## src/design/pffs_pkg.sv

```systemverilog
// ----------------------------------------------------------------------------
// pffs_pkg: shared types and constants for the potential field force sum
// Request and register codes, the divider command and the overflow mark.
// ----------------------------------------------------------------------------
package pffs_pkg;

	// request kinds
	localparam logic [1:0] REQ_BEGIN = 2'd0;
	localparam logic [1:0] REQ_OBST  = 2'd1;
	localparam logic [1:0] REQ_QUARK = 2'd2;

	// register indexes
	localparam logic [2:0] REG_GOAL_X      = 3'd0;
	localparam logic [2:0] REG_GOAL_Y      = 3'd1;
	localparam logic [2:0] REG_ATT_GAIN    = 3'd2;
	localparam logic [2:0] REG_OBST_GAIN   = 3'd3;
	localparam logic [2:0] REG_OBST_RANGE  = 3'd4;
	localparam logic [2:0] REG_QUARK_GAIN  = 3'd5;
	localparam logic [2:0] REG_QUARK_RANGE = 3'd6;

	localparam int ADDR_W = 5;

	// magnitude that stands for an overflowed quotient (2^40)
	localparam logic [63:0] MAG_HUGE = 64'h0000_0100_0000_0000;

	typedef struct packed {
		logic start;
		logic scale;
	} div_cmd_t;

endpackage

```

## src/design/pffs_div.sv

```systemverilog
// ----------------------------------------------------------------------------
// pffs_div: bit-serial unsigned divider
// Restoring division of a 64-bit numerator (optionally scaled up by the
// fraction bits) by a 32-bit divisor, one quotient bit per cycle.
// ----------------------------------------------------------------------------
module pffs_div import pffs_pkg::*; #(
	parameter int FRAC_BITS = 16
) (
	input  logic        clk,
	input  logic        arst_n,
	input  div_cmd_t    cmd,
	input  logic [63:0] numer,
	input  logic [31:0] divisor,
	output logic        done,
	output logic [63:0] quot
);

	logic        busy_q;
	logic        done_q;
	logic [5:0]  cnt_q;
	logic [63:0] work_q;
	logic [31:0] rem_q;
	logic        ovf_q;
	logic [32:0] rem_sh;
	logic        ge;

	// trial subtract of the shifted remainder
	assign rem_sh = {rem_q, work_q[63]};
	assign ge     = rem_sh >= {1'b0, divisor};

	// control
	always_ff @(posedge clk or negedge arst_n) begin
		if (!arst_n) begin
			busy_q <= 1'b0;
			done_q <= 1'b0;
			cnt_q  <= '0;
		end else begin
			done_q <= 1'b0;
			if (cmd.start) begin
				busy_q <= 1'b1;
				cnt_q  <= '0;
			end else if (busy_q) begin
				cnt_q <= cnt_q + 6'd1;
				if (cnt_q == 6'd63) begin
					busy_q <= 1'b0;
					done_q <= 1'b1;
				end
			end
		end
	end

	// datapath: load, then shift one quotient bit in per cycle
	always_ff @(posedge clk) begin
		if (cmd.start) begin
			rem_q <= '0;
			if (cmd.scale) begin
				work_q <= numer << FRAC_BITS;
				ovf_q  <= ((numer >> (63 - FRAC_BITS)) != 64'd0) || (numer >= MAG_HUGE);
			end else begin
				work_q <= numer;
				ovf_q  <= 1'b0;
			end
		end else if (busy_q) begin
			rem_q  <= ge ? 32'(rem_sh - {1'b0, divisor}) : rem_sh[31:0];
			work_q <= {work_q[62:0], ge};
		end
	end

	assign done = done_q;
	assign quot = (ovf_q || (work_q >= MAG_HUGE)) ? MAG_HUGE : work_q;

endmodule

```

## config.mk

```make
export PLATFORM = sky130hd
export DESIGN_NAME = pffs_div
export DESIGN_NICKNAME = d
export VERILOG_FILES = /design/src/design/pffs_pkg.sv /design/src/design/pffs_div.sv
export SDC_FILE = /design/constraint.sdc
export NUM_CORES = 1
export LEC_CHECK = 0
export BUFFER_PORTS_ARGS = -buffer_cell sky130_fd_sc_hd__buf_4
export CAP_MARGIN = 15
export CORE_ASPECT_RATIO = 1.75
export CORE_MARGIN = 4
export CORE_UTILIZATION = 49
export DETAILED_ROUTE_END_ITERATION = 6
export GPL_ROUTABILITY_DRIVEN = 0
export PLACE_DENSITY = 0.8
export SLEW_MARGIN = 30
export SYNTH_ARGS = -nofsm -noshare
export SYNTH_HDL_FRONTEND = slang
export SYNTH_SLANG_ARGS = --single-unit
```

## constraint.sdc

```tcl
create_clock -name clk -period 6.42 [get_ports clk]
set_input_delay 1.284 -clock clk [delete_from_list [all_inputs] [get_ports clk]]
set_output_delay 1.284 -clock clk [all_outputs]
set_load 0.05 [all_outputs]
```

Word level (Yosys, flattened, before mapping) --
Cells that the tools add are included. W data, S select, Z words.
Word-level totals: bits in registers 105
Operators by class: equal/unequal tests 1, multiplexer cells 13, reduce and logical (&&, ||, !) cells 4, $add $sub $neg 2, magnitude comparators 3
Operators by type and width (count):
- $mux W64 | 4
- $ge A64 B41 Y1 const B | 2
- $reduce_bool A64 Y1 | 1
- $ge A33 B32 Y1 | 1
- $mux W32 | 1
- $sub A32 B32 Y32 | 1
- $mux W6 | 2
- $add A6 B1 Y6 const B | 1
- $eq A6 B6 Y1 const B | 1
- $mux W1 | 6
- $logic_or A1 B1 Y1 | 2
- $reduce_bool A2 Y1 | 1

Depth between registers and ports, before layout --
Gate-level depths: netlist of run 1.
word-level depth 4, gate-level depth with buffers 12, mapped depth without buffers 11

Least setup slack after synthesis of run 1 --
No wires, ideal clock.
kind flip-flop to output port, start register work_q[63], end output port quot[10], cell stages (with the launch flop) 7, slack 2.787 ns, buffers on the path 1, arrival time 2.349 ns, cell sequence edfxtp_1 -> nor4_1 -> nand4_1 -> nor2_1 -> inv_1 -> clkbuf_1 -> nor2_1
On the way: word-level cells in the longest chain between the ends 3
Ends and longest elaborated chain:
- start: declaration | RTL line pffs_div.sv:21 | logic [63:0] work_q;
- start signal: assignment | RTL line pffs_div.sv:57 | work_q <= numer << FRAC_BITS;
- start signal: assignment | RTL line pffs_div.sv:60 | work_q <= numer;
- start signal: assignment | RTL line pffs_div.sv:65 | work_q <= {work_q[62:0], ge};
- $ge A64 B41 Y1 | RTL line pffs_div.sv:70 | assign quot = (ovf_q || (work_q >= MAG_HUGE)) ? MAG_HUGE : work_q;
- $logic_or A1 B1 Y1 | RTL line pffs_div.sv:70
- $mux W64 | RTL line pffs_div.sv:70
- end: declaration | RTL line pffs_div.sv:15 | output logic [63:0] quot
Every way passes these cells.

Worst setup path after layout of run 1 --
start input port divisor[12], end register rem_q[6]
On the way: word-level cells in the longest chain between the ends 2
Ends and longest elaborated chain:
- start: declaration | RTL line pffs_div.sv:13 | input logic [31:0] divisor,
- $ge A33 B32 Y1 | RTL line pffs_div.sv:29 | assign ge = rem_sh >= {1'b0, divisor};
- $mux W32 | RTL line pffs_div.sv:64 | rem_q <= ge ? 32'(rem_sh - {1'b0, divisor}) : rem_sh[31:0];
- end signal: assignment | RTL line pffs_div.sv:64
- end: declaration | RTL line pffs_div.sv:22 | logic [31:0] rem_q;
Every way passes these cells. A chain may end at the register's enable or synchronous reset.

==> results of run 1 <==
worst paths after layout:
check                      cells after the start         to  slack, ps
max                                           10   rem_q[6]       2560
min                                            2  rem_q[26]        500
max reg2reg                                   11  rem_q[30]       3240
min reg2reg                                    2  rem_q[26]        500
max in group asynchronous                      1     busy_q       5540
min in group asynchronous                      1   cnt_q[0]        740
registers in the layout, indices dropped and copies added (netlist names):
register,flops
work_q,64
rem_q,32
cnt_q,6
busy_q,1
done,1
ovf_q,1
per-stage QoR:
step / worst slack [ps] / util (%)
2_1_floorplan: 2790 / -
3_3_place_gp: 2090 / 56.8
3_5_place_dp: 2230 / 56.8
4_1_cts: 2560 / 58.9
5_1_grt: 2310 / 58.9
6_report: 2560 / 58.9
area by class of cell:
cell class                      instances  area (µm²)  share of cell area [%]
Clock buffer                            9         225                    2.55
Clock inverter                          7        92.6                    1.05
Inverter                               65         244                    2.76
Multi-Input combinational cell        689        4160                    47.1
Sequential cell                       105        2790                    31.6
Tap cell                              183         229                    2.59
Timing Repair Buffer                  145        1090                    12.3
worst min-delay path, delay by kind of cell, from the launching register on:
kind | cells | cell delay [ps]
flops | 1 | 330
compound gates | 1 | 70
simple gates | 1 | 60
logic make-up after synthesis:
logic type	count (synthesis)	share of synthesized area, %
AO/OA/AOI/OAI	215	17.8
XOR/XNOR	25	2.92
buffers and inverters	142	8.62
multiplexers	49	6.53
other	1	0.0500
AND/OR/NAND/NOR	343	21.1
flip-flops	105	37.2
adder cells (fa/ha/maj)	34	5.77
routing by layer:
layer  part of all wire [%]  vias to the layer above  routed length, µm  track usage (%)
met1                     35                     3120               7310             24.2
met2                     55                      267              11300             45.2
li1                       -                     3378                  -                -
met4                    3.8                        0                782             10.1
met3                    6.3                       56               1300             3.90
met5                      0                        -                  0                0
layout by cell type, fill, tap and decap left out, drive strengths merged, types with 24 or more instances in the layout:
master / instances
buf: 145
nor2: 126
nand2: 96
a21oi: 88
inv: 69
edfxtp: 65
mux2i: 49
o21ai: 46
ha: 33
dfxtp: 32
and2: 31
a311oi: 24
report_power, final:
| part | switching [µW] | leakage (µW) | total [µW] | internal (µW) |
|---|---|---|---|---|
| clock network | 272 | 0.000156 | 586 | 314 |
| logic | 157 | 0.00275 | 261 | 104 |
| registers | 23.8 | 0.00105 | 791 | 767 |
| total | 453 | 0.00395 | 1640 | 1190 |
==> summary.md, run 1 <==
| Metric | Value |
|---|---|
| Area leader, netlist | `edfxtp_1` |
| Skew final | `12.5 ps` |
| Placed Instances | `approximately 1200` |
| Number of buffers added on ports | `141` |
| First-pass GRT wire length | `~32000 µm` |
| Area growth from synthesis to layout | `17.6%` |
| Predominant post-synthesis flop cell | `edfxtp_1` |
| #FFs+latches synth | `~110` |
| Max incr delay on CP | `~540 ps` |
| Design Power | `around 1600 µW` |
| Hold Crit Start | `rem_q[25]` |
| Clk root buf | `clkbuf_16` |
| Number of filler cells placed in the layout | `1388` |
| FMAX | `around 0.26 GHz` |
| Static leakage | `between 0.003 and 0.004 µW` |
| Post-DP HPWL | `roughly 16000 µm` |
| Bufs on Longest Clock Path | `2` |
| Drt pass-1 iters | `5` |
| Period utilisation layout | `between 60% and 70%` |
| Setup Viol. Count Final | `0` |
| EDFF count, synth | `65` |
| Tmin final | `approximately 3900 ps` |
| RSZ-0062 raised after global routing | `false` |
| Warnings, synthesis | `0` |
| Largest net degree at the start of global routing | `between 90 and 100` |
| Post-synthesis sequential area ratio | `37.2%` |
| Final WL | `approximately 21000 µm` |
| Total Nets Final | `roughly 1100` |
| Die width | `roughly 100 µm` |
| Total Routing Usage GR | `between 20% and 30%` |
| Critical Path, Cell by Cell | `buf_4, inv_1, ha_1, nand2_1, or4_4, o221ai_2, a211o_2, nand2_2, or3_1, a311oi_2` |
| Die Ht | `between 150 and 200 µm` |
| Area of placed instances | `0.00851 mm²` |
| Post-synth top cells | `126 x nor2_1, 94 x nand2_1, 88 x a21oi_1, 65 x edfxtp_1, 65 x inv_1` |
| # resized after CTS | `0` |
| VDD IR max | `roughly 0.13 mV` |
| Antenna Nets Post-Route | `0` |
| Placeable Area | `roughly 0.015 mm²` |
| Worst setup EP type | `register` |
| Clk_lat worst skew | `350 ps` |
| Start point of the critical path | `divisor[12]` |
| Status | `finished clean` |
| Reg2reg start | `work_q[63]` |
| Asr flop ratio synth | `7.62%` |
| Top cells by area, synth | `edfxtp_1 26%, dfxtp_1 8.5%, mux2i_1 6.5%, nor2_1 6.3%, a21oi_1 5.9%` |
| Max FO, Critical Path | `32` |
| Synthesized instance count | `a little over 900` |
| Htree depth | `3` |
| Initial drt markers | `between 300 and 400` |
| Via Count | `6821` |
| Critical path's slowest cell | `or3_1` |
| PD cells | `~190 mW/mm²` |
| Setup_tns | `0 ps` |
| Drt drc | `0` |
| CP delay by family, top | `simple AND/OR/NAND/NOR gates` |
| Final hold violations | `0` |
| Setup bufs post-CTS | `0` |
| Avg Vias per Cell | `roughly 5.7` |
| Final Non-Filler Cells | `around 1200` |
| Ports | `~170` |
| Antenna violations before repair | `0` |
| Die Footprint | `roughly 0.017 mm²` |
| CTS tree | `yes` |
| CP Class | `primary input to register` |
| Non-Filler Cell Area, Final | `around 0.009 mm²` |
| Fin Hold WS | `497 ps` |
| Diode count | `0` |
| Worst slew margin | `41.1%` |
| Clk sinks | `105` |
| Worst path bufs/invs | `2` |
| Min-Delay Path Class | `register to register` |
| Worst Path Required | `between 6000 and 7000 ps` |
| Initial Util | `roughly half` |
| Most common cell in the synthesized netlist | `nor2_1` |
| Synth cell types | `55` |
| GRT overflow | `0` |
| Share of the synthesized area in the top cell type | `26.0%` |
| Synth Area per Inst | `approximately 8 µm²` |
| Cts hold-fix bufs | `0` |
| Actual slew at the worst max-slew pin | `884 ps` |
| CTS buffer count | `9` |
| Share of post-route cells with drive strength above 1 | `between 10% and 20%` |
| Worst-path clk slew | `about 80 ps` |
| Crit path DAT | `just over 4000 ps` |
| MaxCap Viol Count | `0` |
| Critical Path Source Type | `primary input` |
| Mapped Area | `0.00751 mm²` |
| Placement Rows | `59` |
| Slew Limit Fails | `0` |
| WL/cell | `roughly 17 µm` |
| Vias in the first global route | `around 6700` |
(Power assumes the default switching activity.)
==> inputs of run 2 (changes only) <==
PLACE_DENSITY = 0.83   (was 0.8)
clock period = 3.25 ns   (was 6.42 ns; I/O delays follow)
==> run 2 against run 1 <==
  * Combinational power rose by 110%
  * First-iteration DRC count rose by 16%
  * Register-to-register slack got worse by 2900 ps
  * Via count rose by 4.4%
  * Clock-buffer cell count did not move
  * Utilization rose by 2.6 points
  * Critical path type is now register to primary output
  * Critical endpoint is now quot[0]
==> summary.md, run 2 (synthesized netlist as in run 1, its figures left out) <==
| Metric | Value |
|---|---|
| Total Routing Usage GR | `24.7% (was 23.4%)` |
| Ports | `165 (unchanged)` |
| Die Footprint | `0.0174 mm² (unchanged)` |
| Most frequent cells in the layout | `191 x buf_4, 125 x nor2_1, 94 x nand2_1 (was 145 x buf_4, 126 x nor2_1, 94 x nand2_1)` |
| Biggest register | `work_q (unchanged)` |
| Final Non-Filler Cells | `1251 (was 1203)` |
| Routing usage on met1 | `24.9% (was 24.2%)` |
| GRT overflow | `0 (unchanged)` |
| Min-Delay Path Class | `primary input to async pin (was register to register)` |
| Cts hold-fix bufs | `0 (unchanged)` |
| Skew final | `16.3 ps (was 12.5 ps)` |
| Final hold violations | `0 (unchanged)` |
| Via Count | `7121 (was 6821)` |
| Area growth from synthesis to layout | `22.8% (was 17.6%)` |
| Worst setup EP type | `primary output (was register)` |
| Worst-path clk slew | `80 ps (about the same)` |
| Max FO, Critical Path | `16 (was 32)` |
| Setup Viol. Count Final | `0 (unchanged)` |
| Diode count | `0 (unchanged)` |
| Slew Limit Fails | `0 (unchanged)` |
| Placement Rows | `59 (unchanged)` |
| Die width | `102 µm (unchanged)` |
| RSZ-0062 raised after global routing | `false (unchanged)` |
| Bufs on Longest Clock Path | `2 (unchanged)` |
| Placeable Area | `0.0150 mm² (unchanged)` |
| Number of buffers added on ports | `141 (unchanged)` |
| Worst slew margin | `42.8% (was 41.1%)` |
| Setup_tns | `0 ps (unchanged)` |
| Antenna violations before repair | `0 (unchanged)` |
| Initial Util | `50.1% (unchanged)` |
| Worst r2r path cells | `13 (was 11)` |
| Max reg flops | `64 (unchanged)` |
| Vias in the first global route | `6926 (was 6676)` |
| GR peak layer | `met2 (unchanged)` |
| CTS tree | `yes (unchanged)` |
| Clk sinks | `105 (unchanged)` |
| Static leakage | `0.00419 µW (was 0.00395 µW)` |
| Fin Hold WS | `97.5 ps (was 497 ps)` |
| Avg Vias per Cell | `5.69 (was 5.67)` |
| Crit path DAT | `2300 ps (was 4120 ps)` |
| Largest net degree at the start of global routing | `90 (was 97)` |
| Final WL | `21800 µm (was 20700 µm)` |
| Period utilisation layout | `approximately 91%` |
| Share of post-route cells with drive strength above 1 | `20.9% (was 17.0%)` |
| Die Ht | `172 µm (unchanged)` |
| Number of filler cells placed in the layout | `1302 (was 1388)` |
| Total Nets Final | `1197 (was 1149)` |
| VDD IR max | `0.256 mV (was 0.127 mV)` |
| PD cells | `357 mW/mm² (was 186 mW/mm²)` |
| Grt met3 use | `3.90% (unchanged)` |
| First-pass GRT wire length | `33800 µm (was 32200 µm)` |
| Initial drt markers | `431 (was 373)` |
| Htree depth | `3 (unchanged)` |
| Actual slew at the worst max-slew pin | `858 ps (was 884 ps)` |
| Drt pass-1 iters | `5 (unchanged)` |
| Commonest non-fill, non-tap cell in the layout | `buf_4 (unchanged)` |
| Met2 usage | `47.8% (was 45.2%)` |
| CP Class | `register to primary output (was primary input to register)` |
| Status | `finished clean (unchanged)` |
| Worst Path Required | `2600 ps (was 6680 ps)` |
| Clk root buf | `clkbuf_16 (unchanged)` |
| Placed Instances | `1235 (was 1187)` |
| Antenna Nets Post-Route | `0 (unchanged)` |
| Biggest registers after layout | `work_q: 64 flops, rem_q: 32 flops, cnt_q: 6 flops (unchanged)` |
| Clk_lat worst skew | `350 ps (about the same)` |
| Drt drc | `0 (unchanged)` |
| Tmin final | `roughly 2900 ps` |
| FMAX | `about 0.34 GHz` |
| CTS buffer count | `9 (unchanged)` |
| MaxCap Viol Count | `0 (unchanged)` |
| Post-DP HPWL | `17100 µm (was 15900 µm)` |
| WL/cell | `17.4 µm (was 17.2 µm)` |
| Critical Path Source Type | `register (was primary input)` |
## run 2: changes by cell type in the layout (fill, tap and decap cells not counted), sizes merged
cell	previous run	this run
buf	145	193
## run 2: worst max-delay path, stage by stage, from the launching register on
cell and delay, ps:
edfxtp_1 480, nor4_1 390, nand4_1 190, nor2_2 310
inv_2 210, nor2_1 150, buf_4 220
## run 2: repair_timing
action | in CTS | in global routing
setup endpoints to repair | 0 | 19
gates resized for setup | 0 | 4
buffers inserted | 0 | 0
## run 2: layer usage
metal  share of wire (%)  vias to the layer above
met1                  35                     3304
met4                 5.0                        0
met3                 5.9                       65
met2                  54                      278
met5                   0                        -
li1                    -                     3474
## run 2: power by group
part	internal (µW)	total (µW)	switching [µW]	leakage, µW
clock	621	1180	563	0.000156
combinational	225	542	317	0.00299
sequential	1520	1560	49.2	0.00105
total	2360	3290	929	0.00419
## run 2: area by class of cell
class | count | area [µm²] | area share [%]
flip-flops and latches | 105 | 2790 | 30.3
well taps | 183 | 229 | 2.48
inverters | 65 | 244 | 2.65
clock buffers | 9 | 225 | 2.44
multi-input cells | 689 | 4160 | 45.1
repair buffers | 193 | 1470 | 16.0
clock inverters | 7 | 92.6 | 1.00
## run 2: path summary, 6_finish.rpt
path | from | endpoint | slack (ps)
max in group asynchronous | arst_n | busy_q | 2990
max | work_q[63] | quot[0] | 300
min reg2reg | rem_q[10] | rem_q[11] | 500
min | arst_n | cnt_q[3] | 100
min in group clk | rem_q[10] | rem_q[11] | 500
max reg2reg | work_q[63] | rem_q[24] | 320
## run 2: stage by stage
stage	utilization [%]	worst slack, ps	instance area, µm²	power [µW]
3_5_place_dp	59.3	-19.3	8890	2130
6_report	61.5	301	9220	3290
3_3_place_gp	59.3	-7.91	8890	2120
5_1_grt	61.5	53.6	9220	3420
4_1_cts	61.5	0.0340	9210	3310
2_1_floorplan	-	251	7590	1930
